## config.mk

```make
export PLATFORM = sky130hd
export DESIGN_NAME = gnss_link_health_supervisor
export DESIGN_NICKNAME = d
export VERILOG_FILES = /design/src/design/glhs_pkg.sv /design/src/design/glhs_fifo.sv /design/src/design/glhs_front.sv /design/src/design/glhs_core.sv /design/src/design/gnss_link_health_supervisor.sv
export VERILOG_INCLUDE_DIRS = /design/src /design/src/design
export SDC_FILE = /design/constraint.sdc
export NUM_CORES = 1
export LEC_CHECK = 0
export BUFFER_PORTS_ARGS = -buffer_cell sky130_fd_sc_hd__buf_2
export CORE_ASPECT_RATIO = 0.7
export CORE_MARGIN = 2
export CORE_UTILIZATION = 40
export CTS_CLUSTER_SIZE = 14
export DETAILED_ROUTE_END_ITERATION = 10
export SYNTH_ARGS = -nofsm -noshare
export SYNTH_HDL_FRONTEND = slang
export SYNTH_SLANG_ARGS = --single-unit
```

## constraint.sdc

```tcl
create_clock -name clk -period 7.1 [get_ports clk]
set_input_delay 1.065 -clock clk [delete_from_list [all_inputs] [get_ports clk]]
set_output_delay 1.065 -clock clk [all_outputs]
set_load 0.05 [all_outputs]
```

## src/design/gnss_link_health_supervisor_assert.svh

```systemverilog
// Assertion macros used by the link health supervisor core.
// Needs signals named clk and arst_n in the module that includes it.
`ifndef GNSS_LINK_HEALTH_SUPERVISOR_ASSERT_SVH
`define GNSS_LINK_HEALTH_SUPERVISOR_ASSERT_SVH

// Same-cycle implication, held off during reset.
`define GLHS_ASSERT_NOW(lbl, ante, cons, msg) \
	lbl: assert property (@(posedge clk) disable iff (!arst_n) (ante) |-> (cons)) \
		else $error(msg);

// Next-cycle implication, held off during reset.
`define GLHS_ASSERT_NEXT(lbl, ante, cons, msg) \
	lbl: assert property (@(posedge clk) disable iff (!arst_n) (ante) |=> (cons)) \
		else $error(msg);

`endif

```

## src/design/glhs_pkg.sv

```systemverilog
// Types, codes and constants of the link health supervisor.
// Used by the front, the core and the top level.
package glhs_pkg;

	typedef enum logic [2:0] {
		MODE_INIT       = 3'd0,
		MODE_SEARCHING  = 3'd1,
		MODE_FIXED      = 3'd2,
		MODE_DEGRADED   = 3'd3,
		MODE_RECOVERING = 3'd4,
		MODE_FAULT      = 3'd5
	} mode_t;

	typedef enum logic [1:0] {
		FAULT_NONE    = 2'd0,
		FAULT_SILENCE = 2'd1,
		FAULT_SEARCH  = 2'd2,
		FAULT_LIMIT   = 2'd3
	} fault_t;

	// Input function codes.
	localparam logic [1:0] FUNC_SENTENCE = 2'd0;
	localparam logic [1:0] FUNC_TICK     = 2'd1;
	localparam logic [1:0] FUNC_START    = 2'd2;

	typedef enum logic [1:0] {
		KIND_SENTENCE,
		KIND_TICK,
		KIND_START,
		KIND_IGNORE
	} kind_t;

	typedef enum logic [2:0] {
		CFG_STARTUP_GRACE = 3'd0,
		CFG_SILENCE       = 3'd1,
		CFG_NO_FIX        = 3'd2,
		CFG_COOLDOWN      = 3'd3,
		CFG_MAX_RECOVERY  = 3'd4
	} cfg_idx_t;

	localparam logic [7:0]  MIN_SATS      = 8'd4;
	localparam logic [2:0]  MIN_FIX_KIND  = 3'd2;
	localparam logic [15:0] DOP_MIN_CENTI = 16'd1;
	localparam logic [15:0] DOP_MAX_CENTI = 16'd9998;

	localparam logic [31:0] STARTUP_GRACE_RST = 32'd60000;
	localparam logic [31:0] SILENCE_RST       = 32'd3000;
	localparam logic [31:0] NO_FIX_RST        = 32'd60000;
	localparam logic [31:0] COOLDOWN_RST      = 32'd10000;
	localparam logic [3:0]  MAX_RECOVERY_RST  = 4'd5;

	typedef struct packed {
		kind_t       kind;
		logic [31:0] now_ms;
		logic        qual;
	} item_t;

	typedef struct packed {
		mode_t       mode;
		fault_t      fault_code;
		logic        fix_accepted;
		logic        reset_request;
		logic [3:0]  recovery_total;
		logic [15:0] silence_timeouts;
		logic [15:0] search_timeouts;
		logic        limit_reached;
	} result_t;

	// Wrap-safe timeout check: modular difference against the period.
	function automatic logic elapsed(input logic [31:0] since, input logic [31:0] period,
			input logic [31:0] now);
		logic [31:0] diff;
		diff = now - since;
		return diff >= period;
	endfunction

	function automatic logic [15:0] sat_inc16(input logic [15:0] v);
		return (v != 16'hFFFF) ? v + 16'd1 : v;
	endfunction

endpackage

```

## src/design/glhs_fifo.sv

```systemverilog
// Small flop-based queue of generic width and depth.
// No package dependency; used between front and core and on the result side.
module glhs_fifo #(
	parameter int WIDTH = 8,
	parameter int DEPTH = 2
) (
	input  logic             clk,
	input  logic             arst_n,
	input  logic             wr_en,
	input  logic [WIDTH-1:0] wr_data,
	output logic             full,
	input  logic             rd_en,
	output logic [WIDTH-1:0] rd_data,
	output logic             empty
);
	localparam int PW = (DEPTH > 1) ? $clog2(DEPTH) : 1;
	localparam int CW = $clog2(DEPTH + 1);

	logic [WIDTH-1:0] mem_q [DEPTH];
	logic [PW-1:0]    wr_ptr_q, rd_ptr_q;
	logic [CW-1:0]    count_q;
	logic             do_wr, do_rd;

	assign full    = (count_q == CW'(DEPTH));
	assign empty   = (count_q == '0);
	assign do_wr   = wr_en && !full;
	assign do_rd   = rd_en && !empty;
	assign rd_data = mem_q[rd_ptr_q];

	function automatic logic [PW-1:0] advance(input logic [PW-1:0] p);
		return (p == PW'(DEPTH - 1)) ? '0 : p + 1'b1;
	endfunction

	always_ff @(posedge clk) begin
		if (do_wr) begin
			mem_q[wr_ptr_q] <= wr_data;
		end
	end

	always_ff @(posedge clk or negedge arst_n) begin
		if (!arst_n) begin
			wr_ptr_q <= '0;
			rd_ptr_q <= '0;
			count_q  <= '0;
		end else begin
			if (do_wr) begin
				wr_ptr_q <= advance(wr_ptr_q);
			end
			if (do_rd) begin
				rd_ptr_q <= advance(rd_ptr_q);
			end
			case ({do_wr, do_rd})
				2'b10: count_q <= count_q + 1'b1;
				2'b01: count_q <= count_q - 1'b1;
				default: count_q <= count_q;
			endcase
		end
	end

endmodule

```

## src/design/glhs_front.sv

```systemverilog
// Front end: accepts input items, decodes the function and qualifies the fix.
// Depends on glhs_pkg and glhs_fifo; the classified items wait in its queue.
module glhs_front import glhs_pkg::*; #(
	parameter int DEPTH = 2
) (
	input  logic        clk,
	input  logic        arst_n,
	input  logic        push,
	output logic        full,
	input  logic [1:0]  func,
	input  logic [31:0] now_ms,
	input  logic        parsed_present,
	input  logic        status_valid,
	input  logic        position_valid,
	input  logic [7:0]  sat_count,
	input  logic [15:0] hdop_centi,
	input  logic [15:0] pdop_centi,
	input  logic [2:0]  fix_kind,
	output logic        item_valid,
	output item_t       item,
	input  logic        item_take
);
	item_t                  cls;
	logic                   q_empty;
	logic [$bits(item_t)-1:0] q_data;

	always_comb begin
		cls.now_ms = now_ms;
		cls.qual   = parsed_present && status_valid && position_valid &&
			(sat_count >= MIN_SATS) && (fix_kind >= MIN_FIX_KIND) &&
			(hdop_centi >= DOP_MIN_CENTI) && (hdop_centi <= DOP_MAX_CENTI) &&
			(pdop_centi >= DOP_MIN_CENTI) && (pdop_centi <= DOP_MAX_CENTI);
		case (func)
			FUNC_SENTENCE: cls.kind = KIND_SENTENCE;
			FUNC_TICK:     cls.kind = KIND_TICK;
			FUNC_START:    cls.kind = KIND_START;
			default:       cls.kind = KIND_IGNORE;
		endcase
	end

	glhs_fifo #(
		.WIDTH ($bits(item_t)),
		.DEPTH (DEPTH)
	) u_item_q (
		.clk     (clk),
		.arst_n  (arst_n),
		.wr_en   (push),
		.wr_data (cls),
		.full    (full),
		.rd_en   (item_take),
		.rd_data (q_data),
		.empty   (q_empty)
	);

	assign item_valid = !q_empty;
	assign item       = item_t'(q_data);

endmodule

```

## src/design/glhs_core.sv

```systemverilog
// Back end: holds the supervisor state and configuration, runs one item per cycle
// while results have room. Depends on glhs_pkg and the assertion macro header.
`include "gnss_link_health_supervisor_assert.svh"

module glhs_core import glhs_pkg::*; (
	input  logic        clk,
	input  logic        arst_n,
	input  logic        cfg_wen,
	input  logic [2:0]  cfg_addr,
	input  logic [31:0] cfg_wdata,
	input  logic        item_valid,
	input  item_t       item,
	output logic        item_take,
	input  logic        res_full,
	output logic        res_write,
	output result_t     res
);
	logic [31:0] grace_q, silence_q, no_fix_q, cooldown_q;
	logic [3:0]  max_rec_q;

	mode_t       mode_q, mode_n;
	fault_t      fault_q, fault_n;
	logic        seen_sent_q, seen_sent_n;
	logic        seen_fix_q, seen_fix_n;
	logic        poll_fix_q, poll_fix_n;
	logic        limit_q, limit_n;
	logic [31:0] start_q, start_n;
	logic [31:0] last_sent_q, last_sent_n;
	logic [31:0] last_fix_q, last_fix_n;
	logic [31:0] last_rec_q, last_rec_n;
	logic [3:0]  rec_cnt_q, rec_cnt_n;
	logic [15:0] sil_cnt_q, sil_cnt_n;
	logic [15:0] srch_cnt_q, srch_cnt_n;

	logic        fire, pulse, accepted, go, rec_req;
	mode_t       tick_mode;
	fault_t      rec_code;
	logic        el_cool, el_grace, el_sil, el_nofix_start, el_nofix_last;

	assign fire      = item_valid && !res_full;
	assign item_take = fire;
	assign res_write = fire;

	// Five independent wrap-safe compares, all in parallel.
	assign el_cool        = elapsed(last_rec_q, cooldown_q, item.now_ms);
	assign el_grace       = elapsed(start_q, grace_q, item.now_ms);
	assign el_sil         = elapsed(last_sent_q, silence_q, item.now_ms);
	assign el_nofix_start = elapsed(start_q, no_fix_q, item.now_ms);
	assign el_nofix_last  = elapsed(last_fix_q, no_fix_q, item.now_ms);

	always_ff @(posedge clk or negedge arst_n) begin
		if (!arst_n) begin
			grace_q    <= STARTUP_GRACE_RST;
			silence_q  <= SILENCE_RST;
			no_fix_q   <= NO_FIX_RST;
			cooldown_q <= COOLDOWN_RST;
			max_rec_q  <= MAX_RECOVERY_RST;
		end else if (cfg_wen) begin
			case (cfg_addr)
				CFG_STARTUP_GRACE: grace_q    <= cfg_wdata;
				CFG_SILENCE:       silence_q  <= cfg_wdata;
				CFG_NO_FIX:        no_fix_q   <= cfg_wdata;
				CFG_COOLDOWN:      cooldown_q <= cfg_wdata;
				CFG_MAX_RECOVERY:  max_rec_q  <= cfg_wdata[3:0];
				default: ;
			endcase
		end
	end

	always_comb begin
		mode_n      = mode_q;
		fault_n     = fault_q;
		seen_sent_n = seen_sent_q;
		seen_fix_n  = seen_fix_q;
		poll_fix_n  = poll_fix_q;
		limit_n     = limit_q;
		start_n     = start_q;
		last_sent_n = last_sent_q;
		last_fix_n  = last_fix_q;
		last_rec_n  = last_rec_q;
		rec_cnt_n   = rec_cnt_q;
		sil_cnt_n   = sil_cnt_q;
		srch_cnt_n  = srch_cnt_q;
		pulse       = 1'b0;
		accepted    = 1'b0;
		go          = 1'b0;
		rec_req     = 1'b0;
		rec_code    = FAULT_NONE;
		tick_mode   = mode_q;

		case (item.kind)
			KIND_SENTENCE: begin
				seen_sent_n = 1'b1;
				last_sent_n = item.now_ms;
				if (item.qual) begin
					accepted   = 1'b1;
					poll_fix_n = 1'b1;
					last_fix_n = item.now_ms;
				end
				if (poll_fix_q || item.qual) begin
					seen_fix_n = 1'b1;
					fault_n    = FAULT_NONE;
					mode_n     = MODE_FIXED;
				end else if (seen_fix_q) begin
					if (mode_q != MODE_RECOVERING) begin
						mode_n = MODE_DEGRADED;
					end
				end else if (mode_q != MODE_RECOVERING && mode_q != MODE_FAULT) begin
					mode_n = MODE_SEARCHING;
				end
			end
			KIND_TICK: begin
				poll_fix_n = 1'b0;
				if (mode_q == MODE_RECOVERING) begin
					go = el_cool;
					if (seen_fix_q) begin
						tick_mode = MODE_FIXED;
					end else if (seen_sent_q) begin
						tick_mode = MODE_SEARCHING;
					end else begin
						tick_mode = MODE_INIT;
					end
				end else begin
					go = (mode_q != MODE_FAULT);
				end
				if (go) begin
					mode_n = tick_mode;
					if (!seen_sent_q) begin
						if (el_grace) begin
							sil_cnt_n = sat_inc16(sil_cnt_q);
							rec_req   = 1'b1;
							rec_code  = FAULT_SILENCE;
						end
					end else if (el_sil) begin
						sil_cnt_n = sat_inc16(sil_cnt_q);
						rec_req   = 1'b1;
						rec_code  = FAULT_SILENCE;
					end else if (!seen_fix_q) begin
						if (el_nofix_start) begin
							srch_cnt_n = sat_inc16(srch_cnt_q);
							rec_req    = 1'b1;
							rec_code   = FAULT_SEARCH;
						end else if (tick_mode == MODE_INIT) begin
							mode_n = MODE_SEARCHING;
						end
					end else if (tick_mode == MODE_DEGRADED && el_nofix_last) begin
						srch_cnt_n = sat_inc16(srch_cnt_q);
						rec_req    = 1'b1;
						rec_code   = FAULT_SEARCH;
					end
					// Recovery request: fault if the budget is spent, else reset and recover.
					if (rec_req) begin
						if (rec_cnt_q >= max_rec_q) begin
							fault_n = FAULT_LIMIT;
							limit_n = 1'b1;
							mode_n  = MODE_FAULT;
						end else begin
							pulse       = 1'b1;
							seen_sent_n = 1'b0;
							seen_fix_n  = 1'b0;
							fault_n     = rec_code;
							rec_cnt_n   = rec_cnt_q + 4'd1;
							last_rec_n  = item.now_ms;
							mode_n      = MODE_RECOVERING;
						end
					end
				end
			end
			KIND_START: begin
				mode_n      = MODE_INIT;
				fault_n     = FAULT_NONE;
				seen_sent_n = 1'b0;
				seen_fix_n  = 1'b0;
				poll_fix_n  = 1'b0;
				limit_n     = 1'b0;
				start_n     = item.now_ms;
				last_sent_n = '0;
				last_fix_n  = '0;
				last_rec_n  = '0;
				rec_cnt_n   = '0;
				sil_cnt_n   = '0;
				srch_cnt_n  = '0;
				pulse       = 1'b1;
			end
			default: ;
		endcase

		res.mode             = mode_n;
		res.fault_code       = fault_n;
		res.fix_accepted     = accepted;
		res.reset_request    = pulse;
		res.recovery_total   = rec_cnt_n;
		res.silence_timeouts = sil_cnt_n;
		res.search_timeouts  = srch_cnt_n;
		res.limit_reached    = limit_n;
	end

	always_ff @(posedge clk or negedge arst_n) begin
		if (!arst_n) begin
			mode_q      <= MODE_INIT;
			fault_q     <= FAULT_NONE;
			seen_sent_q <= 1'b0;
			seen_fix_q  <= 1'b0;
			poll_fix_q  <= 1'b0;
			limit_q     <= 1'b0;
			start_q     <= '0;
			last_sent_q <= '0;
			last_fix_q  <= '0;
			last_rec_q  <= '0;
			rec_cnt_q   <= '0;
			sil_cnt_q   <= '0;
			srch_cnt_q  <= '0;
		end else if (fire) begin
			mode_q      <= mode_n;
			fault_q     <= fault_n;
			seen_sent_q <= seen_sent_n;
			seen_fix_q  <= seen_fix_n;
			poll_fix_q  <= poll_fix_n;
			limit_q     <= limit_n;
			start_q     <= start_n;
			last_sent_q <= last_sent_n;
			last_fix_q  <= last_fix_n;
			last_rec_q  <= last_rec_n;
			rec_cnt_q   <= rec_cnt_n;
			sil_cnt_q   <= sil_cnt_n;
			srch_cnt_q  <= srch_cnt_n;
		end
	end

	`GLHS_ASSERT_NOW(a_fault_mode_code, mode_q == MODE_FAULT,
		fault_q == FAULT_LIMIT && limit_q, "fault mode without recovery limit code")
	`GLHS_ASSERT_NOW(a_recovering_counted, mode_q == MODE_RECOVERING,
		rec_cnt_q != 4'd0, "recovering with zero recovery count")
	`GLHS_ASSERT_NOW(a_pulse_source, fire && pulse,
		mode_n == MODE_RECOVERING || item.kind == KIND_START,
		"reset request without recovery or start")
	`GLHS_ASSERT_NEXT(a_start_clears, fire && item.kind == KIND_START,
		rec_cnt_q == 4'd0 && !limit_q && mode_q == MODE_INIT, "start did not clear state")

endmodule

```

## src/design/gnss_link_health_supervisor.sv

```systemverilog
// Channel   | handshake           | payload
// ----------+---------------------+---------------------------------------------
// input     | push / full         | func, now_ms, quality flags, counts, dilutions
// result    | empty / pop         | mode, fault_code, counters, flags
// config    | cfg_wen             | cfg_addr, cfg_wdata
//
// One item per clock sustained while the result queue is not full; a result reaches
// the result ports through the input queue, then the core into the result queue. The
// core handles each item with all timeout compares in parallel. Reset clears
// queues and state and loads the configuration defaults; nothing needs a clearing pass.
// A full result queue stalls the core, and the input queue absorbs it until full.
module gnss_link_health_supervisor import glhs_pkg::*; #(
	parameter int QUEUE_DEPTH  = 2,
	parameter int RESULT_DEPTH = 2
) (
	input  logic        clk,
	input  logic        arst_n,
	input  logic        cfg_wen,
	input  logic [2:0]  cfg_addr,
	input  logic [31:0] cfg_wdata,
	input  logic        push,
	output logic        full,
	input  logic [1:0]  func,
	input  logic [31:0] now_ms,
	input  logic        parsed_present,
	input  logic        status_valid,
	input  logic        position_valid,
	input  logic [7:0]  sat_count,
	input  logic [15:0] hdop_centi,
	input  logic [15:0] pdop_centi,
	input  logic [2:0]  fix_kind,
	output logic        empty,
	input  logic        pop,
	output logic [2:0]  mode,
	output logic [1:0]  fault_code,
	output logic        fix_accepted,
	output logic        reset_request,
	output logic [3:0]  recovery_total,
	output logic [15:0] silence_timeouts,
	output logic [15:0] search_timeouts,
	output logic        limit_reached
);
	item_t                      item;
	logic                       item_valid, item_take;
	logic                       res_full, res_write;
	result_t                    res_in, res_out;
	logic [$bits(result_t)-1:0] res_data;

	glhs_front #(
		.DEPTH (QUEUE_DEPTH)
	) u_front (
		.clk            (clk),
		.arst_n         (arst_n),
		.push           (push),
		.full           (full),
		.func           (func),
		.now_ms         (now_ms),
		.parsed_present (parsed_present),
		.status_valid   (status_valid),
		.position_valid (position_valid),
		.sat_count      (sat_count),
		.hdop_centi     (hdop_centi),
		.pdop_centi     (pdop_centi),
		.fix_kind       (fix_kind),
		.item_valid     (item_valid),
		.item           (item),
		.item_take      (item_take)
	);

	glhs_core u_core (
		.clk        (clk),
		.arst_n     (arst_n),
		.cfg_wen    (cfg_wen),
		.cfg_addr   (cfg_addr),
		.cfg_wdata  (cfg_wdata),
		.item_valid (item_valid),
		.item       (item),
		.item_take  (item_take),
		.res_full   (res_full),
		.res_write  (res_write),
		.res        (res_in)
	);

	glhs_fifo #(
		.WIDTH ($bits(result_t)),
		.DEPTH (RESULT_DEPTH)
	) u_result_q (
		.clk     (clk),
		.arst_n  (arst_n),
		.wr_en   (res_write),
		.wr_data (res_in),
		.full    (res_full),
		.rd_en   (pop),
		.rd_data (res_data),
		.empty   (empty)
	);

	assign res_out          = result_t'(res_data);
	assign mode             = res_out.mode;
	assign fault_code       = res_out.fault_code;
	assign fix_accepted     = res_out.fix_accepted;
	assign reset_request    = res_out.reset_request;
	assign recovery_total   = res_out.recovery_total;
	assign silence_timeouts = res_out.silence_timeouts;
	assign search_timeouts  = res_out.search_timeouts;
	assign limit_reached    = res_out.limit_reached;

endmodule
```

==> flow_metrics.py <==
metrics = {
    "worst_setup_path": {
        "cp-end-kind": "flop",
        "arrival_ps": 7210,
        "worstPathRequired_ps": 7570,
        "worst_path_dominant_cell_family": "compound AO/OA/AOI/OAI gates",
        "critPathLaunchType": "flop",
        "crit_buf_inv": 9,
        "crit_path_frequent_cell": "buf_4",
        "cp_slowest_cell": "fa_1",
        "critPathMaxStageDelay_ps": 400,
        "critPathMaxFanout": 16,
        "critPathKind": "reg -> reg",
    },
    "cts": {
        "cts-root-buf": "clkbuf_16",
        "htree_levels": 2,
        "clk_path_buf_depth": 3,
        "clock_latency_ps": 630,
        "cts_tree": "built",
        "clkSinkCount": 471,
        "clkSlewWorstSetupHoldPaths_ps": 60,
        "cts_made_buffers": 50,
    },
    "placed_design": {
        "hpwl_um": 60830,
        "gp_congestion": 0.9241,
        "port_buffers": 162,
    },
    "synth": {
        "synth_seq_cells": 471,
        "ys_warn_count": 0,
        "synth_cell_types": 83,
        "synth_top_area_cell": "dfrtp_1",
        "synth_area_leaders": "dfrtp_1, edfxtp_1, ha_1",
        "syn_area_per_cell_um2": 9.731,
        "seq_area_frac_synth": 0.4329,
        "syn-num-nets": 3416,
        "synth_edf_count": 158,
        "ys.flop_type": "dfrtp_1",
        "async_flop_share": 0.6645,
        "syn_inst": 2994,
        "syn_area_mm2": 0.02913,
        "synth_top_area_share": 0.2448,
    },
    "timing": {
        "fin_crit_sh": 0.9496,
        "fin_tns_setup_ps": 0,
        "skew_ps": 54.09,
        "final_hold_viol_count": 0,
        "drv_slew": 0,
        "slew_headroom": 0.2186,
        "rsz0062_at_grt": "no",
        "period_minus_slack_ps": 6742,
        "setup_violations": 0,
        "tightest_slew_ps": 1169,
        "fmax_mhz": 148.3,
    },
    "drt": {
        "dr.pass1.iters": 6,
        "vias": 22350,
        "wl_um": 78280,
        "via_per_inst": 5.229,
        "ant_nets": 0,
        "wl_per_cell_um": 18.31,
        "drtIter0Drc": 1824,
        "drc": 0,
    },
    "global_routing": {
        "gr-max-usage-layer": "met1",
        "met1_usage": 0.3474,
        "grt_pass1_wl_um": 121400,
        "grt_pass1_vias": 21150,
        "grt_use_total": 0.2078,
        "antenna_found_initial": 1,
        "grt_max_degree": 110,
        "use_met2": 0.2583,
        "globalRouteOverflowTotal": 0,
        "use_met3": 0.05228,
    },
    "die": {
        "die_height_um": 229.8,
        "die_w_um": 326.6,
        "core_area_mm2": 0.07182,
        "start_util": 0.4057,
        "die_area_mm2": 0.07505,
        "num_rows": 82,
        "io_pins": 166,
    },
    "cells_and_area": {
        "final_nets": 3690,
        "final_common_cell": "inv_1",
        "antennaDiodeCount": 0,
        "final_cell_mix": "inv_1, o21ai_0, ha_1, dfrtp_1, nand2_1",
        "drive_gt1_frac": 0.1771,
        "syn2layout_area_growth_pct": 16.42,
    },
    "run_status": {
        "status": "completed",
    },
    "run": {
        "cap_violations": 0,
    },
    "hold_path": {
        "hp-class": "in -> async",
    },
}
==> path summary, 6_finish.rpt <==
kind / from / end / slack [ps] / depth (start not counted)
max reg2reg: u_front.u_item_q.rd_ptr_q$_DFFE_PN0P_ / u_core.last_rec_q[25]$_DFFE_PN0P_ / 360 / 33
min reg2reg: u_core.start_q[28]$_DFFE_PN0P_ / u_core.start_q[28]$_DFFE_PN0P_ / 480 / 2
min in group clk: u_core.start_q[28]$_DFFE_PN0P_ / u_core.start_q[28]$_DFFE_PN0P_ / 480 / 2
max: u_front.u_item_q.rd_ptr_q$_DFFE_PN0P_ / u_core.last_rec_q[25]$_DFFE_PN0P_ / 360 / 33
min: arst_n / u_core.start_q[7]$_DFFE_PN0P_ / 430 / 1
max in group asynchronous: arst_n / u_core.grace_q[21]$_DFFE_PN0P_ / 5300 / 2
==> synth_stat cells (6+ instances only) <==
master,n
a2111oi_0,8
a211oi_1,27
a21boi_0,7
a21o_1,67
a21oi_1,157
a22o_1,6
a2bb2oi_1,8
a311oi_1,10
a31oi_1,14
a41oi_1,7
and2_1,17
and3_1,25
and4_1,9
buf_1,6
clkbuf_1,73
dfrtp_1,285
dfstp_2,28
edfxtp_1,158
ha_1,298
inv_1,324
mux2_2,119
mux2i_1,35
nand2_1,283
nand2b_1,30
nand3_1,59
nand4_1,38
nor2_1,191
nor2b_1,23
nor3_1,26
nor4_1,13
o211ai_1,13
o21a_1,27
o21ai_0,304
o21bai_1,16
o221ai_1,7
o31ai_1,19
or3_1,13
xnor2_1,107
xor2_1,39
==> final cells by class <==
cell class	count	area, µm²
Inverter	325	1220
Clock inverter	22	330.3
Timing Repair Buffer	305	1978
Sequential cell	471	12610
Tap cell	966	1209
Fill cell	6774	37900
Clock buffer	71	1431
Multi-Input combinational cell	2115	15140
==> cells by family after synthesis <==
| group | after synthesis | share of synthesized area |
|---|---|---|
| flops | 471 | 0.4329 |
| compound gates | 750 | 0.1583 |
| xor+xnor | 146 | 0.04389 |
| buf+inv | 408 | 0.05300 |
| fa+ha+maj | 302 | 0.1307 |
| mux | 155 | 0.05841 |
| simple gates | 762 | 0.1227 |
==> per-stage QoR <==
stage | hold slack (ps) | setup WS (ps) | instance area, µm² | cells | utilization
2_1_floorplan | 449.8 | 436.7 | 29130 | 2994 | -
3_3_place_gp | 461.7 | 139.2 | 32020 | 4180 | 0.4458
3_5_place_dp | 469.8 | 63.47 | 32020 | 4180 | 0.4458
4_1_cts | 421.0 | 64.98 | 33780 | 4273 | 0.4703
5_1_grt | 455.5 | 2.948 | 33920 | 4275 | 0.4723
6_report | 425.7 | 358.0 | 33920 | 4275 | 0.4723
==> layer usage <==
| metal | up-vias | wire, µm |
|---|---|---|
| li1 | 11160 | - |
| met5 | - | 0 |
| met3 | 81 | 7012 |
| met4 | 0 | 1310 |
| met2 | 618 | 27680 |
| met1 | 10490 | 42280 |
==> sequential cells by signal, summed over array words and instances (netlist names), 2 cells and up <==
name / count
u_result_q.mem_q: 88
u_front.u_item_q.mem_q: 70
u_core.cooldown_q: 32
u_core.grace_q: 32
u_core.last_fix_q: 32
u_core.last_rec_q: 32
u_core.last_sent_q: 32
u_core.no_fix_q: 32
u_core.silence_q: 32
u_core.start_q: 32
u_core.sil_cnt_q: 16
u_core.srch_cnt_q: 16
u_core.max_rec_q: 4
u_core.rec_cnt_q: 4
u_core.mode_q: 3
u_core.fault_q: 2
u_front.u_item_q.count_q: 2
u_result_q.count_q: 2
==> timing repair <==
item / 4_1_cts / 5_1_grt
gates resized for setup: 0 / 24
buffers inserted: 0 / 1
setup endpoints to repair: 0 / 97
endpoints found under the hold margin: 0 / 0
hold buffers: 0 / 0
Power is not shown: default switching activity piles up to over one toggle a cycle in this logic, so the estimate is an artifact.
